<file path="src/hdl/tha_pkg.sv">
// Shared types and constants of the timing histogram accumulator.
// Used by tha_front, tha_queue, tha_back and the top level; no dependencies.
`default_nettype none

package tha_pkg;

    // Stream layout
    localparam int CMD_W      = 2;
    localparam int IN_DATA_W  = 112;
    localparam int OUT_DATA_W = 64;
    localparam int OUT_USER_W = 2;

    // Command codes carried on s_tuser
    localparam logic [CMD_W-1:0] CMD_RECORD    = 2'd0;
    localparam logic [CMD_W-1:0] CMD_READ_TIME = 2'd1;
    localparam logic [CMD_W-1:0] CMD_READ_RF   = 2'd2;

    // Job fields, sized for the largest parameter set
    localparam int SLOT_W = 8;   // up to 32 positions x 8 cores
    localparam int TBIN_W = 16;  // up to 65536 time bins
    localparam int RBIN_W = 14;  // up to 16384 rf bins

    // Time arithmetic in sixteenths
    localparam int SUM_W = 30;
    localparam int Q_W   = SUM_W - 4;

    typedef enum logic [1:0] {
        JOB_NONE,
        JOB_RECORD,
        JOB_READ_TIME,
        JOB_READ_RF
    } job_kind_t;

    typedef struct packed {
        job_kind_t         kind;
        logic [SLOT_W-1:0] slot;
        logic [TBIN_W-1:0] t_bin;
        logic [RBIN_W-1:0] r_bin;
        logic              rf_hit;
    } tha_job_t;

endpackage

`default_nettype wire

</file>
<file path="src/hdl/tha_queue.sv">
// Two-entry job queue between the front end and the histogram back end.
// Depends on tha_pkg.
`default_nettype none

module tha_queue (
    input  logic              clk,
    input  logic              rst_n,
    input  logic              push_valid,
    output logic              push_ready,
    input  tha_pkg::tha_job_t push_job,
    output logic              pop_valid,
    input  logic              pop_ready,
    output tha_pkg::tha_job_t pop_job
);
    import tha_pkg::*;

    tha_job_t   slot_reg [2];
    logic       wr_ptr_reg;
    logic       rd_ptr_reg;
    logic [1:0] count_reg;
    logic       push_fire;
    logic       pop_fire;

    assign push_ready = (count_reg != 2'd2);
    assign pop_valid  = (count_reg != 2'd0);
    assign pop_job    = slot_reg[rd_ptr_reg];
    assign push_fire  = push_valid && push_ready;
    assign pop_fire   = pop_valid && pop_ready;

    always_ff @(posedge clk or negedge rst_n)
    begin
        if (!rst_n)
        begin
            wr_ptr_reg <= 1'b0;
            rd_ptr_reg <= 1'b0;
            count_reg  <= 2'd0;
        end
        else
        begin
            if (push_fire)
            begin
                wr_ptr_reg <= !wr_ptr_reg;
            end
            if (pop_fire)
            begin
                rd_ptr_reg <= !rd_ptr_reg;
            end
            if (push_fire && !pop_fire)
            begin
                count_reg <= count_reg + 2'd1;
            end
            else if (pop_fire && !push_fire)
            begin
                count_reg <= count_reg - 2'd1;
            end
        end
    end

    always_ff @(posedge clk)
    begin
        if (push_fire)
        begin
            slot_reg[wr_ptr_reg] <= push_job;
        end
    end

endmodule

`default_nettype wire

</file>
<file path="config.mk">
export PLATFORM = sky130hd
export DESIGN_NAME = tha_queue
export DESIGN_NICKNAME = d
export VERILOG_FILES = /design/src/hdl/tha_pkg.sv /design/src/hdl/tha_queue.sv
export SDC_FILE = /design/constraint.sdc
export NUM_CORES = 1
export LEC_CHECK = 0
export ABC_AREA = 0
export BUFFER_PORTS_ARGS = -buffer_cell sky130_fd_sc_hd__buf_2
export CORE_ASPECT_RATIO = 0.75
export CORE_MARGIN = 2
export CORE_UTILIZATION = 40
export DETAILED_ROUTE_END_ITERATION = 16
export PLACE_DENSITY = 0.62
export RECOVER_POWER = 100
export SLEW_MARGIN = 0
export SYNTH_ARGS = -nofsm -noshare
export SYNTH_HDL_FRONTEND = slang
export SYNTH_SLANG_ARGS = --single-unit
export TNS_END_PERCENT = 20
</file>
<file path="constraint.sdc">
create_clock -name clk -period 3.3 [get_ports clk]
set_clock_uncertainty 0.1 [all_clocks]
set_input_delay 0.165 -clock clk [delete_from_list [all_inputs] [get_ports clk]]
set_output_delay 0.165 -clock clk [all_outputs]
set_load 0.01 [all_outputs]
</file>
==> impl_metrics.json, run 1 <==
{
  "cp_data_required_time_ns": 3.03,
  "floorplan.core_area_um2": 8023,
  "fraction_of_registers_with_async_set_or_reset_after_synthesis_pct": 4.651,
  "ant_nets": 0,
  "r2r_start": "count_reg[0]",
  "worst_path_arrival_ns": 2.10,
  "timing.final.crit_share_pct": 71.80,
  "die_area_um2": 9145,
  "cts_inserted_buffers": 9,
  "place_worst_setup_slack_ns": 1.368,
  "p_leak_nw": 1.559,
  "ioPinCount": 88,
  "fmax_ghz": 0.4220,
  "finalHoldViolCount": 0,
  "rsz0062_at_grt": "false",
  "timing.final.ws_setup_ns": 0.9306,
  "result_of_the_run": "finished, final reports clean",
  "number_of_cell_instances_on_the_worst_register_to_register_path": 4,
  "post_synth_xor_area_fraction_pct": 1.305,
  "clk-insertion-delay-late_ns": 0.34,
  "hold_path.class": "in2async",
  "groute.layer.met3.usage_pct": 5.965,
  "synth-edff-count": 82,
  "synth_cell_types": 15,
  "drive_above_1_share_pct": 23.61,
  "port-buffer-count": 87,
  "synth_nets": 192,
  "syn-instance-count": 146,
  "report.final.slew_viol_count": 0,
  "setup-tns-final_ns": 0,
  "die_w_um": 109.8,
  "critical_path_class": "reg2out",
  "synth_flop_cell": "sky130_fd_sc_hd__edfxtp_1",
  "start_util_pct": 41.83,
  "synthesis.area_um2": 3356,
  "detail_route.drc_violations": 0,
  "muxShareOfSynthArea_pct": 18.12,
  "grt_pass1_vias": 1913,
  "yosys.area_share.adder_pct": 0.3729,
  "insertedDiodeCount": 0,
  "synth_top_cells_by_count": "sky130_fd_sc_hd__edfxtp_1, sky130_fd_sc_hd__mux2_4, sky130_fd_sc_hd__buf_12, sky130_fd_sc_hd__dfrtp_1, sky130_fd_sc_hd__xnor2_1",
  "root_buffer": "sky130_fd_sc_hd__clkbuf_8",
  "synth_top_family_by_area": "multiplexers",
  "simple_logic_cell_fraction_of_the_synthesized_area_pct": 1.007,
  "clk_transition_reported_paths_ns": 0.08,
  "max_capacitance_violation_total": 0,
  "synth_sequential_area_ratio_pct": 76.36,
  "flip_flop_and_latch_count_after_synthesis": 86,
  "overflow": 0,
  "cts_num_sinks": 86,
  "power-per-cell-area_nw_per_um2": 780.9,
  "finalNetCount": 330,
  "postCtsSetupRepairBufs": 0,
  "largest_register_ff_count": 82,
  "first_pass_iters": 4,
  "std_cell_rows": 28,
  "tritoncts": "built",
  "cts.repair.resized": 0,
  "synth_compound_area_share_pct": 0,
  "detailed_place_hpwl_um": 3373,
  "groute.usage.overall_pct": 13.74,
  "initialDrtViolationCount": 56,
  "grt_util_met2_pct": 22.90,
  "syn_area_per_cell_um2": 22.98,
  "slew_headroom_pct": 27.06,
  "htree_num_levels": 3,
  "route.final.wire_length_um": 5770,
  "critPathLaunchType": "flop",
  "timing.critical_path.to_type": "primary output",
  "critPathCapture": "pop_job[18]",
  "detailroute.via_count": 1763,
  "setup_viol": 0,
  "routed_wire_length_per_instance_um": 14.68,
  "worst-path-max-fanout": 22,
  "synthMostInstantiatedCell": "sky130_fd_sc_hd__edfxtp_1",
  "vias_per_cell": 4.486,
  "die_h_um": 83.32,
  "synth_largest_type_area_fraction_pct": 73.38,
  "synthTopCellsByArea": "sky130_fd_sc_hd__edfxtp_1, sky130_fd_sc_hd__mux2_4, sky130_fd_sc_hd__dfrtp_1",
  "syn2layout_area_growth_pct": 28.60,
  "wire_length_of_the_first_global_routing_pass_um": 9177,
  "cp_startpoint": "rd_ptr_reg",
  "synth_largest_area_cell": "sky130_fd_sc_hd__edfxtp_1",
  "cts_max_path_buffers": 2,
  "worst-r2r-setup-slack_ns": 1.19,
  "ir_worst_vdd_v": 0.0003606,
  "global_route.usage.met1_pct": 15.79,
  "gr-max-usage-layer": "met2",
  "antenna_found_initial": 0,
  "worst_slew_pin_slew_ns": 1.094,
  "regToRegEndpoint": "slot_reg[0][26]",
  "routabilityCongestion": 0.6723,
  "power.total_w": 0.003370,
  "minimum_period_implied_by_the_final_worst_setup_slack_ns": 2.369,
  "yosys_warnings": 0,
  "grt_max_degree": 42
}
-- power breakdown --
group	switching (W)	internal (W)
combinational	0.000535	0.000457
clock	0.000340	0.000421
sequential	0.000116	0.00150
total	0.000991	0.00238
-- layer usage --
metal | routed length, um | share of wire (%)
met1 | 2439 | 42
met2 | 2810 | 49
met3 | 444 | 7.7
met4 | 74 | 1.3
met5 | 0 | 0
-- cell families (layout without fill, tap and decap cells) --
| logic type | after synthesis | in the layout |
|---|---|---|
| adder cells (fa/ha/maj) | 1 | 1 |
| AND/OR/NAND/NOR | 7 | 7 |
| XOR/XNOR | 5 | 5 |
| multiplexers | 41 | 41 |
| flip-flops | 86 | 86 |
| buffers and inverters | 6 | 148 |
-- worst max-delay path, cell delays in order, from the launching register on --
cell                      delay (ns)
sky130_fd_sc_hd__dfrtp_1        0.96
sky130_fd_sc_hd__buf_12         0.27
sky130_fd_sc_hd__mux2_1         0.36
sky130_fd_sc_hd__buf_2          0.15
-- layout by cell type (no fill, tap or decap), drive strengths merged, types with 2 or more instances in the layout --
master,Yosys,layout
edfxtp,82,82
clkbuf,0,55
buf,5,45
dlygate4sd3,0,43
mux2,41,41
dfrtp,4,4
xnor2,3,3
nand2,2,2
xor2,2,2
bufinv,0,2
nor2,2,2
-- repair_timing --
item                       4_1_cts  5_1_grt
hold endpoints to repair        87        0
setup endpoints to repair        0        0
hold buffers                    43        0
-- worst min-delay path by stage --
stage	from	slack, ns	end
floorplan	rst_n	-0.23	count_reg[0]
global placement	rst_n	-0.12	wr_ptr_reg
detailed placement	rst_n	-0.12	count_reg[1]
CTS	rst_n	0.03	count_reg[1]
global route	rst_n	0.1	count_reg[1]
finish	rst_n	0.09	count_reg[1]
-- through the flow --
step / hold WS (ns) / instance area [um2] / utilization [%] / std cells
4_1_cts: 0.03279 / 4503 / 56.13 / 393
3_5_place_dp: -0.1198 / 3869 / 48.22 / 335
5_1_grt: 0.09929 / 4315 / 53.79 / 393
3_3_place_gp: -0.1241 / 3869 / 48.22 / 335
6_report: 0.09228 / 4315 / 53.79 / 393
2_1_floorplan: -0.2306 / 3356 / - / 146
-- cell type report --
class	instances	area, um2
clock buffers	11	131.4
fillers	704	3707
well taps	105	131.4
flip-flops and latches	86	2562
repair buffers	132	838.3
clock inverters	4	72.57
multi-input cells	54	575.6
inverters	1	3.754
Power figures use the tool's default switching activity.
==> run 2: changes to the inputs <==
==> constraint.sdc (replaced) <==
create_clock -name clk -period 2.25 [get_ports clk]
set_clock_uncertainty 0.1 [all_clocks]
set_input_delay 0.1125 -clock clk [delete_from_list [all_inputs] [get_ports clk]]
set_output_delay 0.1125 -clock clk [all_outputs]
set_load 0.01 [all_outputs]
==> run 2 against run 1 <==
Net effect:
- worst setup slack lost 0.46 ns
- hold slack got worse by 0.054 ns
- routed wire length fell by 2.1%
- power rose by 43%
- critical path depth stayed put
- non-clock buffer count grew 4
- flip-flop and latch count did not move
- sequential share of layout area barely moved
- core utilization hardly changed
- combinational power increased by 52%
- die area is the same
- via count fell by 0.17%
- critical path type unchanged
==> impl_metrics.json, run 2 (synthesis gave the netlist of run 1 again) <==
{
  "result_of_the_run": "finished, final reports clean",
  "std_cell_rows": 28,
  "drive_above_1_share_pct": 25.60,
  "clk_transition_reported_paths_ns": 0.08,
  "clk-insertion-delay-late_ns": 0.34,
  "routabilityCongestion": 0.6500,
  "overflow": 0,
  "multi_input_area_um2": 564.3,
  "post_placement_cell_area_um2": 3891,
  "setup_viol": 0,
  "detailroute.via_count": 1760,
  "detail_route.drc_violations": 0,
  "cts_max_path_buffers": 2,
  "largest_register_ff_count": 82,
  "layout.filler_cells": 687,
  "timing.critical_path.to_type": "primary output",
  "timing.final.crit_share_pct": 79.00,
  "cp_data_required_time_ns": 2.04,
  "critical-path-top-delay-family": "buffers and inverters",
  "worst_path_arrival_ns": 1.56,
  "vias_per_cell": 4.422,
  "critical_path_class": "reg2out",
  "floorplan.core_area_um2": 8023,
  "insertedDiodeCount": 0,
  "report.final.slew_viol_count": 0,
  "fmax_ghz": 0.5626,
  "minimum_period_implied_by_the_final_worst_setup_slack_ns": 1.777,
  "initialDrtViolationCount": 41,
  "cts_num_sinks": 86,
  "routed_wire_length_per_instance_um": 14.19,
  "groute.usage.overall_pct": 13.04,
  "number_of_cell_instances_on_the_worst_register_to_register_path": 4,
  "stdcell_area_um2": 4317,
  "die_area_um2": 9145,
  "die_w_um": 109.8,
  "route.final.wire_length_um": 5648,
  "root_buffer": "sky130_fd_sc_hd__clkbuf_8",
  "path_cells": "buf_4 -> mux2_1 -> buf_2",
  "syn2layout_area_growth_pct": 28.64,
  "layout.cells.most_common": "sky130_fd_sc_hd__edfxtp_1",
  "slew_headroom_pct": 59.17,
  "worst_stage_delay_on_the_critical_path_ns": 0.39,
  "antenna_found_initial": 0,
  "rsz0062_at_grt": "false",
  "first_pass_iters": 4,
  "finalNetCount": 334,
  "port-buffer-count": 87,
  "ioPinCount": 88,
  "most_frequent_cells_in_the_layout": "sky130_fd_sc_hd__edfxtp_1, sky130_fd_sc_hd__buf_2, sky130_fd_sc_hd__dlygate4sd3_1",
  "area.sequential_um2": 2564,
  "slowest_stage": "sky130_fd_sc_hd__mux2_1",
  "critPathLaunchType": "flop",
  "ir_worst_vdd_v": 0.0005053,
  "hold_path.class": "in2reg",
  "max_capacitance_violation_total": 0,
  "worst_slew_pin_slew_ns": 0.6125,
  "start_util_pct": 41.83,
  "p_leak_nw": 1.568,
  "detailed_place_hpwl_um": 3483,
  "cts_inserted_buffers": 9,
  "finalHoldViolCount": 0,
  "wire_length_of_the_first_global_routing_pass_um": 8866,
  "ant_nets": 0,
  "setup-tns-final_ns": 0,
  "min_path_cells": 3,
  "grt_max_degree": 42,
  "htree_num_levels": 3,
  "worst-path-max-fanout": 23,
  "critical_path.n_buffers_inverters": 2,
  "power-per-cell-area_nw_per_um2": 1116,
  "grt_pass1_vias": 1861,
  "power.total_w": 0.004819,
  "layout.core_utilization_pct": 53.81,
  "die_h_um": 83.32,
  "logic_depth_of_the_worst_path_buffers_included": 3,
  "tritoncts": "built"
}
[run 2: power by group]
part	internal, W	leakage [nW]	switching [W]
clock network	0.000510	0.0915	0.000510
registers	0.00220	0.807	0.0000917
logic	0.000653	0.669	0.000858
[run 2: routing by layer]
metal	wire [um]	track usage, %	vias to the layer above
li1	-	-	848
met4	34	3.797	0
met1	2574	16.68	839
met3	400	5.259	4
met5	0	0	-
met2	2639	20.43	69
[run 2: path summary, 6_finish.rpt]
kind,from,endpoint,slack (ns)
worst min register to register,count_reg[1],count_reg[1],0.41
worst max-delay path,rd_ptr_reg,pop_job[39],0.47
min in group asynchronous,rst_n,count_reg[0],0.58
max in group asynchronous,rst_n,rd_ptr_reg,1.26
worst min-delay path,push_valid,wr_ptr_reg,0.04
worst max register to register,count_reg[0],slot_reg[0][39],0.47
[run 2: cell type report]
cell class | instances | area share [%]
clock inverter | 6 | 1.449
clock buffer | 10 | 2.957
timing repair buffer | 136 | 20.00
multi-input combinational | 54 | 13.07
sequential | 86 | 59.39
tap | 105 | 3.043
inverter | 1 | 0.08696
[run 2: metrics by stage]
stage	cells	worst slack [ns]	hold slack (ns)
6_report	398	0.4725	0.03866
5_1_grt	398	0.3205	0.05261
4_1_cts	398	0.3936	0.02345
3_5_place_dp	338	0.6107	-0.1672
3_3_place_gp	338	0.6860	-0.1704
2_1_floorplan	146	0.1076	-0.2831
[run 2: worst min-delay path, stage by stage]
cell and delay [ns]:
sky130_fd_sc_hd__buf_2 0.10, sky130_fd_sc_hd__nand2_1 0.14, sky130_fd_sc_hd__xnor2_1 0.08
[run 2: timing repair]
action,CTS,global route
setup buffers,0,0
resized for setup,0,0
endpoints found under the hold margin,87,0
hold buffers,44,0
