## config.mk

```make
export PLATFORM = sky130hd
export DESIGN_NAME = tha_front
export DESIGN_NICKNAME = d
export VERILOG_FILES = /design/src/hdl/tha_pkg.sv /design/src/hdl/tha_front.sv
export SDC_FILE = /design/constraint.sdc
export NUM_CORES = 1
export LEC_CHECK = 0
export BUFFER_PORTS_ARGS = -buffer_cell sky130_fd_sc_hd__buf_2
export CAP_MARGIN = 20
export CORE_ASPECT_RATIO = 1.25
export CORE_MARGIN = 1
export CORE_UTILIZATION = 55
export CTS_CLUSTER_SIZE = 12
export DETAILED_ROUTE_END_ITERATION = 8
export GPL_TIMING_DRIVEN = 0
export PLACE_DENSITY = 0.85
export SETUP_SLACK_MARGIN = 0.15
export SYNTH_ARGS = -nofsm -noshare
export SYNTH_HDL_FRONTEND = slang
export SYNTH_SLANG_ARGS = --single-unit
```

## constraint.sdc

```tcl
create_clock -name clk -period 5.6 [get_ports clk]
set_input_delay 0.84 -clock clk [delete_from_list [all_inputs] [get_ports clk]]
set_output_delay 0.84 -clock clk [all_outputs]
set_load 0.02 [all_outputs]
```

## src/hdl/tha_pkg.sv

```systemverilog
// Shared types and constants of the timing histogram accumulator.
// Used by tha_front, tha_queue, tha_back and the top level; no dependencies.
`default_nettype none

package tha_pkg;

    // Stream layout
    localparam int CMD_W      = 2;
    localparam int IN_DATA_W  = 112;
    localparam int OUT_DATA_W = 64;
    localparam int OUT_USER_W = 2;

    // Command codes carried on s_tuser
    localparam logic [CMD_W-1:0] CMD_RECORD    = 2'd0;
    localparam logic [CMD_W-1:0] CMD_READ_TIME = 2'd1;
    localparam logic [CMD_W-1:0] CMD_READ_RF   = 2'd2;

    // Job fields, sized for the largest parameter set
    localparam int SLOT_W = 8;   // up to 32 positions x 8 cores
    localparam int TBIN_W = 16;  // up to 65536 time bins
    localparam int RBIN_W = 14;  // up to 16384 rf bins

    // Time arithmetic in sixteenths
    localparam int SUM_W = 30;
    localparam int Q_W   = SUM_W - 4;

    typedef enum logic [1:0] {
        JOB_NONE,
        JOB_RECORD,
        JOB_READ_TIME,
        JOB_READ_RF
    } job_kind_t;

    typedef struct packed {
        job_kind_t         kind;
        logic [SLOT_W-1:0] slot;
        logic [TBIN_W-1:0] t_bin;
        logic [RBIN_W-1:0] r_bin;
        logic              rf_hit;
    } tha_job_t;

endpackage

`default_nettype wire

```

## src/hdl/tha_front.sv

```systemverilog
// Front end: accepts stream words, qualifies hits and computes the histogram bins.
// Depends on tha_pkg.
`default_nettype none

module tha_front #(
    parameter int POSITIONS = 16,
    parameter int CORES     = 4,
    parameter int TIME_BINS = 32768,
    parameter int RF_BINS   = 4096
) (
    input  logic                          clk,
    input  logic                          rst_n,
    input  logic                          s_tvalid,
    output logic                          s_tready,
    input  logic [tha_pkg::IN_DATA_W-1:0] s_tdata,
    input  logic [tha_pkg::CMD_W-1:0]     s_tuser,
    input  logic                          clear_busy,
    output logic                          push_valid,
    input  logic                          push_ready,
    output tha_pkg::tha_job_t             push_job
);
    import tha_pkg::*;

    localparam logic [5:0]        POS_LIM   = 6'(POSITIONS);
    localparam logic [3:0]        CORE_LIM  = 4'(CORES);
    localparam logic [16:0]       TBIN_LIM  = 17'(TIME_BINS);
    localparam logic [14:0]       RBIN_LIM  = 15'(RF_BINS);
    localparam logic [SUM_W-1:0]  TIME_OFS  = SUM_W'(TIME_BINS * 8);
    localparam logic [TBIN_W-1:0] BIN_UNDER = TBIN_W'(TIME_BINS - 1000);
    localparam logic [TBIN_W-1:0] BIN_OVER  = TBIN_W'(TIME_BINS - 2000);
    localparam logic [Q_W-2:0]    Q_LIM     = (Q_W - 1)'(TIME_BINS);

    // Input fields
    logic [4:0]  pos;
    logic [1:0]  core;
    logic [2:0]  folds;
    logic [15:0] arr_pat;
    logic [3:0]  core_pat;
    logic        thit;
    logic [23:0] cfd;
    logic [19:0] ts;
    logic        rf_on;
    logic [15:0] rf;
    logic [14:0] rbin;

    logic              s_fire;
    logic              push_fire;
    logic [4:0]        pos_m1;
    logic              addr_ok;
    logic              hit_ok;
    logic [SLOT_W-1:0] slot;
    logic [15:0]       rf_units;
    logic [SUM_W-1:0]  sum;
    job_kind_t         kind;

    // Classified word
    logic              f_valid_reg;
    job_kind_t         kind_reg;
    logic [SLOT_W-1:0] slot_reg;
    logic [SUM_W-1:0]  sum_reg;
    logic              rf_on_reg;
    logic [15:0]       rf_reg;
    logic [14:0]       rbin_reg;

    // Rounding and clamping
    logic [Q_W-1:0]    q;
    logic              t_up;
    logic [Q_W-1:0]    q_rnd;
    logic [TBIN_W-1:0] bin;
    logic              r_up;
    logic [12:0]       rb;
    logic              rf_hit;

    assign pos      = s_tdata[4:0];
    assign core     = s_tdata[6:5];
    assign folds    = s_tdata[9:7];
    assign arr_pat  = s_tdata[25:10];
    assign core_pat = s_tdata[29:26];
    assign thit     = s_tdata[30];
    assign cfd      = s_tdata[54:31];
    assign ts       = s_tdata[74:55];
    assign rf_on    = s_tdata[75];
    assign rf       = s_tdata[91:76];
    assign rbin     = s_tdata[106:92];

    assign push_fire  = f_valid_reg && push_ready;
    assign push_valid = f_valid_reg;
    assign s_tready   = !clear_busy && (!f_valid_reg || push_ready);
    assign s_fire     = s_tvalid && s_tready;

    always_comb
    begin
        pos_m1   = pos - 5'd1;
        addr_ok  = (pos != 5'd0) && ({1'b0, pos} <= POS_LIM) && ({2'b00, core} < CORE_LIM);
        hit_ok   = (folds == 3'b111) && thit && !pos_m1[4] && arr_pat[pos_m1[3:0]]
                   && core_pat[core];
        slot     = SLOT_W'(pos_m1) * SLOT_W'(CORES) + SLOT_W'(core);
        rf_units = rf_on ? rf : 16'd0;
        // cfd - 16*ts - rf + TIME_BINS/2, in sixteenths, two's complement
        sum      = SUM_W'({cfd, 4'b0000}) - SUM_W'({ts, 8'h00}) - SUM_W'(rf_units)
                   + TIME_OFS;
        case (s_tuser)
            CMD_RECORD:    kind = (addr_ok && hit_ok) ? JOB_RECORD : JOB_NONE;
            CMD_READ_TIME: kind = (addr_ok && ({2'b00, rbin} < TBIN_LIM)) ?
                                  JOB_READ_TIME : JOB_NONE;
            CMD_READ_RF:   kind = (addr_ok && (rbin < RBIN_LIM)) ? JOB_READ_RF : JOB_NONE;
            default:       kind = JOB_NONE;
        endcase
    end

    always_ff @(posedge clk or negedge rst_n)
    begin
        if (!rst_n)
        begin
            f_valid_reg <= 1'b0;
        end
        else if (s_fire)
        begin
            f_valid_reg <= 1'b1;
        end
        else if (push_fire)
        begin
            f_valid_reg <= 1'b0;
        end
    end

    always_ff @(posedge clk)
    begin
        if (s_fire)
        begin
            kind_reg  <= kind;
            slot_reg  <= slot;
            sum_reg   <= sum;
            rf_on_reg <= rf_on;
            rf_reg    <= rf;
            rbin_reg  <= rbin;
        end
    end

    // Round half to even, then fold out-of-range bins onto their markers
    always_comb
    begin
        q     = sum_reg[SUM_W-1:4];
        t_up  = (sum_reg[3:0] > 4'd8) || ((sum_reg[3:0] == 4'd8) && q[0]);
        q_rnd = q + Q_W'(t_up);
        if (q_rnd[Q_W-1])
        begin
            bin = BIN_UNDER;
        end
        else if (q_rnd[Q_W-2:0] >= Q_LIM)
        begin
            bin = BIN_OVER;
        end
        else
        begin
            bin = q_rnd[TBIN_W-1:0];
        end
        r_up   = (rf_reg[3:0] > 4'd8) || ((rf_reg[3:0] == 4'd8) && rf_reg[4]);
        rb     = {1'b0, rf_reg[15:4]} + 13'(r_up);
        rf_hit = rf_on_reg && (15'(rb) < RBIN_LIM);

        push_job.kind   = kind_reg;
        push_job.slot   = slot_reg;
        push_job.t_bin  = (kind_reg == JOB_RECORD) ? bin : TBIN_W'(rbin_reg);
        push_job.r_bin  = (kind_reg == JOB_RECORD) ? RBIN_W'(rb) : RBIN_W'(rbin_reg);
        push_job.rf_hit = (kind_reg == JOB_RECORD) && rf_hit;
    end

endmodule

`default_nettype wire

```

==> key figures, run 1 <==
Synth
  • Sequential area share after synthesis: 35.3%
  • Async S/R FF share, synth: 1.39%
  • Synth Warn #: 0
  • #FFs+latches synth: 72
  • Mapped cell area: 6110 um2
  • Ranking of synthesized cells by area: edfxtp_1, ha_1, xnor2_1
  • Share of the synthesized area in the top cell type: 34.9%
  • Post-synth top area cell: edfxtp_1
  • Syn Area/Cell: 9.27 um2
  • Top_reg_cell synth: edfxtp_1
  • Post-synth EDFFs: 71
  • Synth cell types: 71
  • Mapped Cells: 659

Clock tree
  • Clock transition at path regs: 60 ps
  • Root buffer cell: clkbuf_16
  • Setup bufs post-CTS: 0
  • H-tree Lvls: 3
  • CTS tree: built
  • Worst skew pair latency: 340 ps
  • Num CTS Buffers: 9
  • Hold_buf cts: 0
  • Post-CTS Resized: 0
  • Clk sink count: 72
  • CTS Buffer Depth: 2

Global routing
  • Vias in the first global route: 5469
  • Pin count of the biggest net entering global routing: 73
  • Total track usage: 28.0%
  • Antenna violations before repair: 0
  • Congestion Overflow GR: 0
  • First-pass GRT wire length: 24900 um

Power and ir drop
  • Maximum VDD drop: 0.221 mV
  • Switch share: 34.7%
  • Cell Int Power: 1.41 mW
  • Pwr dens: 295 nW/um2
  • Psw: 0.751 mW
  • Clock share of power: 25.3%
  • Power share of the combinational group: 40.8%
  • Flop pwr share: 33.9%
  • Static Leak: 3.27 nW

Layout
  • Largest register FFs: 30
  • Post-Layout Cell Count: 961
  • Fin nets: 1005
  • Register area: 2160 um2
  • Antenna cells: 0
  • Area grow syn2layout: 19.9%
  • Share of cells above drive strength 1: 22.9%
  • Fill count: 831
  • Area of the multi-input gates: 3710 um2

STA
  • Worst setup margin: 947 ps
  • RSZ-0062 raised after global routing: no
  • Final worst-path cycle share: 83.1%
  • Slew HR: 36.7%
  • Hold slack: 262 ps
  • Crit path time final: 4650 ps
  • Final setup viols: 0
  • Worst Tran Pin Value: 950 ps
  • Final clock skew: 10.4 ps
  • FMAX: 215 MHz
  • Hold Fails Final Rpt: 0
  • Final slew viol count: 0
  • Total negative slack: 0 ps

Die
  • Die area: 11500 um2
  • Die span in y: 120 um
  • Die Wd: 96.3 um
  • Std cell rows: 42
  • Initial Utilization: 57.0%
  • Core Area: 10700 um2
  • I/O pins: 162

Drt
  • Vias post-DR: 5612
  • Drt total wl: 15500 um
  • Detailed Routing Iterations Pass 1: 5
  • Routed len/inst: 16.2 um
  • Remaining antenna violation count: 0
  • Via density: 5.84
  • Starting DRT DRC Count: 333
  • DRC: 0

Worst setup path
  • Worst r2r src: push_valid
  • Slack of the worst reg-to-reg path: 3810 ps
  • Crit Path Class: in -> reg
  • Startpoint Class: input pin
  • Crit Path Max Fanout: 6
  • Worst R2R Path Depth: 2
  • Worst R2R End: sum_reg[28]
  • Critical path endpoint category: flip-flop
  • WP data arrival: 4830 ps
  • Crit path required time: 5780 ps

Placement
  • Routability congestion estimate: 0.870
  • # port buffers: 153
  • Inst Count DP: 945
  • Detailed Place HPWL: 12500 um
  • Pre-CTS setup slack: 673 ps

Hold path
  • Tightest Hold Check Type: in -> async

Run
  • Total of max-cap violations: 0

Run status
  • Status: complete, no violations
## metal layers
metal  vias to the layer above  GRT usage [%]  share of wire, %
li1                       2752              -                 -
met1                      2544           30.6                38
met2                       271           51.1                51
met3                        45           4.06               7.2
met4                         0           14.0               4.1
met5                         -              0                 0
## power groups by stage
stage	logic [mW]	clock network, mW	registers, mW
5_1_grt	0.983	0.568	0.738
3_5_place_dp	0.865	0	0.742
2_1_floorplan	0.652	0	0.738
4_1_cts	0.874	0.546	0.731
6_report	0.883	0.546	0.733
3_3_place_gp	0.827	0	0.741
## cells in the mapped netlist (all sizes together), types with 3 or more instances
| library cell | n |
|---|---|
| o2111ai | 3 |
| nor3 | 17 |
| a21o | 12 |
| buf | 3 |
| mux2i | 3 |
| o31ai | 11 |
| nand3 | 23 |
| nor2 | 46 |
| nand4 | 10 |
| ha | 61 |
| a21oi | 46 |
| mux2 | 3 |
| o21a | 9 |
| nand2b | 10 |
| nor2b | 9 |
| xnor2 | 35 |
| mux4 | 5 |
| o21ai | 34 |
| o211ai | 3 |
| a31oi | 7 |
| o21bai | 5 |
| nand2 | 70 |
| a211oi | 5 |
| xor2 | 29 |
| nor4 | 4 |
| inv | 52 |
| and2 | 7 |
| edfxtp | 71 |
| or3 | 8 |
| clkbuf | 8 |
| and3 | 13 |
## placed cells by master (no fill, tap or decap), drive strengths merged, types with 9 or more instances in the layout
cell type,count
a21oi,46
edfxtp,71
nand3,23
nand2,70
o21ai,34
clkbuf,19
buf,156
nand2b,10
xnor2,35
o31ai,11
and3,13
nor2,46
nor2b,9
o21a,9
inv,52
ha,61
nand4,10
a21o,12
xor2,29
nor3,17
## worst max path at each step
stage,slack (ps),cells past startpoint,from,end
2_1_floorplan,1250,17,s_tdata[58],sum_reg[28]
3_3_place_gp,700,17,s_tdata[38],sum_reg[28]
3_5_place_dp,670,17,s_tdata[38],sum_reg[28]
4_1_cts,1000,17,s_tdata[38],sum_reg[28]
5_1_grt,740,17,s_tdata[38],sum_reg[28]
6_report,950,17,s_tdata[38],sum_reg[28]
## layout make-up
cell class                      instances  share of cell area (%)
Buffer                                 11                   0.683
Clock buffer                           11                    3.18
Clock inverter                          5                   0.649
Inverter                               52                    2.66
Multi-Input combinational cell        525                    50.7
Sequential cell                        72                    29.4
Tap cell                              132                    2.25
Timing Repair Buffer                  153                    10.5
## kinds of logic after synthesis
kind of cell    after synthesis  share of synthesized area, %
compound gates              160                          17.4
flops                        72                          35.3
xor+xnor                     64                          9.18
simple gates                226                          18.4
other cells                   1                        0.0614
fa+ha+maj                    62                          12.8
mux                          11                          2.89
buf+inv                      63                          4.01
## per-stage QoR
step	total power [mW]	utilization (%)	instance area, um2
floorplan	1.39	-	6110
global placement	1.57	65.7	7040
detailed placement	1.61	65.7	7050
CTS	2.15	68.3	7330
global route	2.29	68.3	7330
finish	2.16	68.3	7330
## critical path, cell delays in order
cell      delay [ps]
buf_2            100
ha_1             260
or4_4            570
o211a_1          230
o21a_1           200
a211o_1          300
a21oi_1          170
xnor2_1          180
inv_1             80
ha_1             380
and2_1           210
nor4_1           280
nand2_1           90
nor4_1           310
o21ai_0          230
and3_1           240
o211ai_1         160
(Power assumes the default switching activity.)
==> run 2, diff against run 1 <==
CORE_UTILIZATION = 54   (was 55)
PLACE_DENSITY = 0.84   (was 0.85)
clock period = 4.88 ns   (was 5.6 ns; I/O delays follow)
==> run 2 against run 1 <==
  * Flip-flop and latch count is the same
  * Wire length shrank 2.7%
  * Critical path depth stayed put
  * Cell count up 0.31%
  * Worst hold slack worse by 100 ps
  * Count of clock-buffer cells in the layout down 2
  * Non-clock buffer count unchanged
  * Total power is 13% higher
  * Largest power group unchanged
  * Register-to-register slack worse by 680 ps
  * Combinational power rose by 14%
  * Setup slack worse by 550 ps
==> key figures, run 2 (same netlist as run 1, synthesis figures left out) <==
Run status
  • Status: complete, no violations

Die
  • Core Area: 11000 um2 (+2.9%)
  • Die area: 11700 um2 (+1.8%)
  • Initial Utilization: 55.4% (-1.6 points)
  • Die span in y: 121 um (+0.91%)
  • Std cell rows: 43 (+2.4%)
  • I/O pins: 162 (unchanged)
  • Die Wd: 97.1 um (+0.90%)

Layout
  • Share of cells above drive strength 1: 23.0% (+0.12 points)
  • Fin nets: 1005 (unchanged)
  • Final core occ: 66.3% (-2.0 points)
  • Post-Layout Cell Count: 964 (+0.31%)
  • Most frequent cells in the layout: buf_2, edfxtp_1, nand2_1, ha_1, inv_1
  • Most common cell after layout, fill and taps aside: buf_2
  • Antenna cells: 0 (unchanged)
  • Fill count: 889 (+7.0%)
  • Area grow syn2layout: 19.7%
  • Largest register FFs: 30 (unchanged)

STA
  • Final worst-path cycle share: 91.8%
  • Worst Tran Pin Value: 939 ps (-11.1 ps)
  • Final slew viol count: 0 (unchanged)
  • Total negative slack: 0 ps (unchanged)
  • Crit path time final: 4480 ps
  • Hold slack: 159 ps (-103 ps)
  • Worst setup margin: 398 ps (-549 ps)
  • Slew HR: 37.4% (+0.74 points)
  • FMAX: 223 MHz
  • Final setup viols: 0 (unchanged)
  • RSZ-0062 raised after global routing: no
  • Hold Fails Final Rpt: 0 (unchanged)
  • Final clock skew: 9.67 ps (-0.680 ps)

Power and ir drop
  • Pwr dens: 333 nW/um2 (+13%)
  • Static Leak: 3.25 nW (-0.56%)
  • Maximum VDD drop: 0.175 mV (-21%)

Drt
  • Remaining antenna violation count: 0 (unchanged)
  • Starting DRT DRC Count: 426 (+28%)
  • Drt total wl: 15100 um (-2.7%)
  • Via density: 5.74 (-1.7%)
  • Routed len/inst: 15.7 um (-3.0%)
  • Met3 routed WL: 903 um (-19%)
  • DRC: 0 (unchanged)
  • Routed met2 length: 7860 um (about the same)
  • DRT met1 WL: 6050 um (+1.9%)
  • Vias post-DR: 5535 (-1.4%)
  • Max layer used: met4
  • Detailed Routing Iterations Pass 1: 5 (unchanged)

Worst setup path
  • Max incr delay on CP: 570 ps (about the same)
  • Crit Path Class: in -> reg
  • Crit Path Max Fanout: 6 (unchanged)
  • CP Buf/Inv Count: 2 (unchanged)
  • Startpoint Class: input pin
  • CP Cell Sequence: buf_2, ha_1, or4_4, o211a_1, o21a_1, a211o_1, a21oi_1, xnor2_1, inv_1, ha_1, and2_1, nor4_1, nand2_1, nor4_1, o21ai_0, and3_1, o211ai_1
  • CP max-delay cell: or4_4
  • WP data arrival: 4650 ps (-180 ps)
  • Critical path endpoint category: flip-flop
  • Delay-heaviest family, CP: simple AND/OR/NAND/NOR gates
  • Crit path required time: 5050 ps (-730 ps)

Global routing
  • Pin count of the biggest net entering global routing: 73 (unchanged)
  • Vias in the first global route: 5452 (-0.31%)
  • Congestion Overflow GR: 0 (unchanged)
  • Total track usage: 26.5% (-1.5 points)
  • First-pass GRT wire length: 25300 um (+1.3%)
  • Antenna violations before repair: 0 (unchanged)

Clock tree
  • Num CTS Buffers: 9 (unchanged)
  • Hold_buf cts: 0 (unchanged)
  • CTS tree: built
  • Worst skew pair latency: 330 ps (about the same)
  • Post-CTS Resized: 0 (unchanged)
  • Clock transition at path regs: 60 ps (about the same)
  • Clk sink count: 72 (unchanged)
  • Root buffer cell: clkbuf_16
  • Setup bufs post-CTS: 0 (unchanged)
  • H-tree Lvls: 3 (unchanged)
  • CTS Buffer Depth: 2 (unchanged)

Placement
  • Inst Count DP: 948 (+0.32%)
  • Detailed Place HPWL: 12100 um (-3.0%)
  • Pre-CTS setup slack: 71.5 ps (-602 ps)
  • Routability congestion estimate: 0.894 (+2.8%)
  • # port buffers: 153 (unchanged)

Hold path
  • Tightest Hold Check Type: in -> async

Run
  • Total of max-cap violations: 0 (unchanged)
[run 2: cell types whose count changed in the layout (fill, tap and decap cells not counted), sizes merged]
cell / delta
clkbuf: -2
clkinvlp: +3
bufinv: -1
[run 2: metrics by stage]
step,area (um2),total power [mW]
floorplan,6110,1.59
global placement,7050,1.80
detailed placement,7050,1.84
CTS,7310,2.42
global route,7310,2.58
finish,7310,2.43
[run 2: final timing paths]
kind	startpoint	endpoint	slack (ps)	cells after the start
worst max-delay path	s_tdata[38]	sum_reg[28]	400	17
worst min-delay path	rst_n	push_valid	160	1
worst max register to register	push_valid	kind_reg[0]	3130	2
worst min register to register	push_valid	push_valid	500	1
max in group asynchronous	rst_n	push_valid	4640	1
min in group clk	push_valid	push_valid	500	1
[run 2: worst reg2reg max path, delay by kind of cell, from the launching register on]
| kind | cells | cell delay (ps) |
|---|---|---|
| DFF | 1 | 390 |
| AOI/OAI and AO/OA | 1 | 160 |
| and+or+nand+nor | 1 | 790 |
[run 2: final cells by class]
cell class	instances	area, um2	share of cell area [%]
Clock buffer	9	225	3.08
Buffer	11	50.0	0.684
Tap cell	135	169	2.31
Multi-Input combinational cell	525	3710	50.8
Sequential cell	72	2160	29.5
Timing Repair Buffer	153	766	10.5
Clock inverter	7	38.8	0.530
Inverter	52	195	2.67
[run 2: layer usage]
metal / global-route usage [%] / up-vias
li1: - / 2750
met1: 31.3 / 2546
met2: 49.3 / 218
met3: 3.11 / 21
met4: 9.24 / 0
met5: 0 / -
[run 2: report_power, final]
part | leakage (nW) | switching [mW] | total, mW | internal (mW)
registers | 0.674 | 0.0461 | 0.840 | 0.794
clock network | 0.120 | 0.247 | 0.584 | 0.337
logic | 2.46 | 0.575 | 1.01 | 0.433
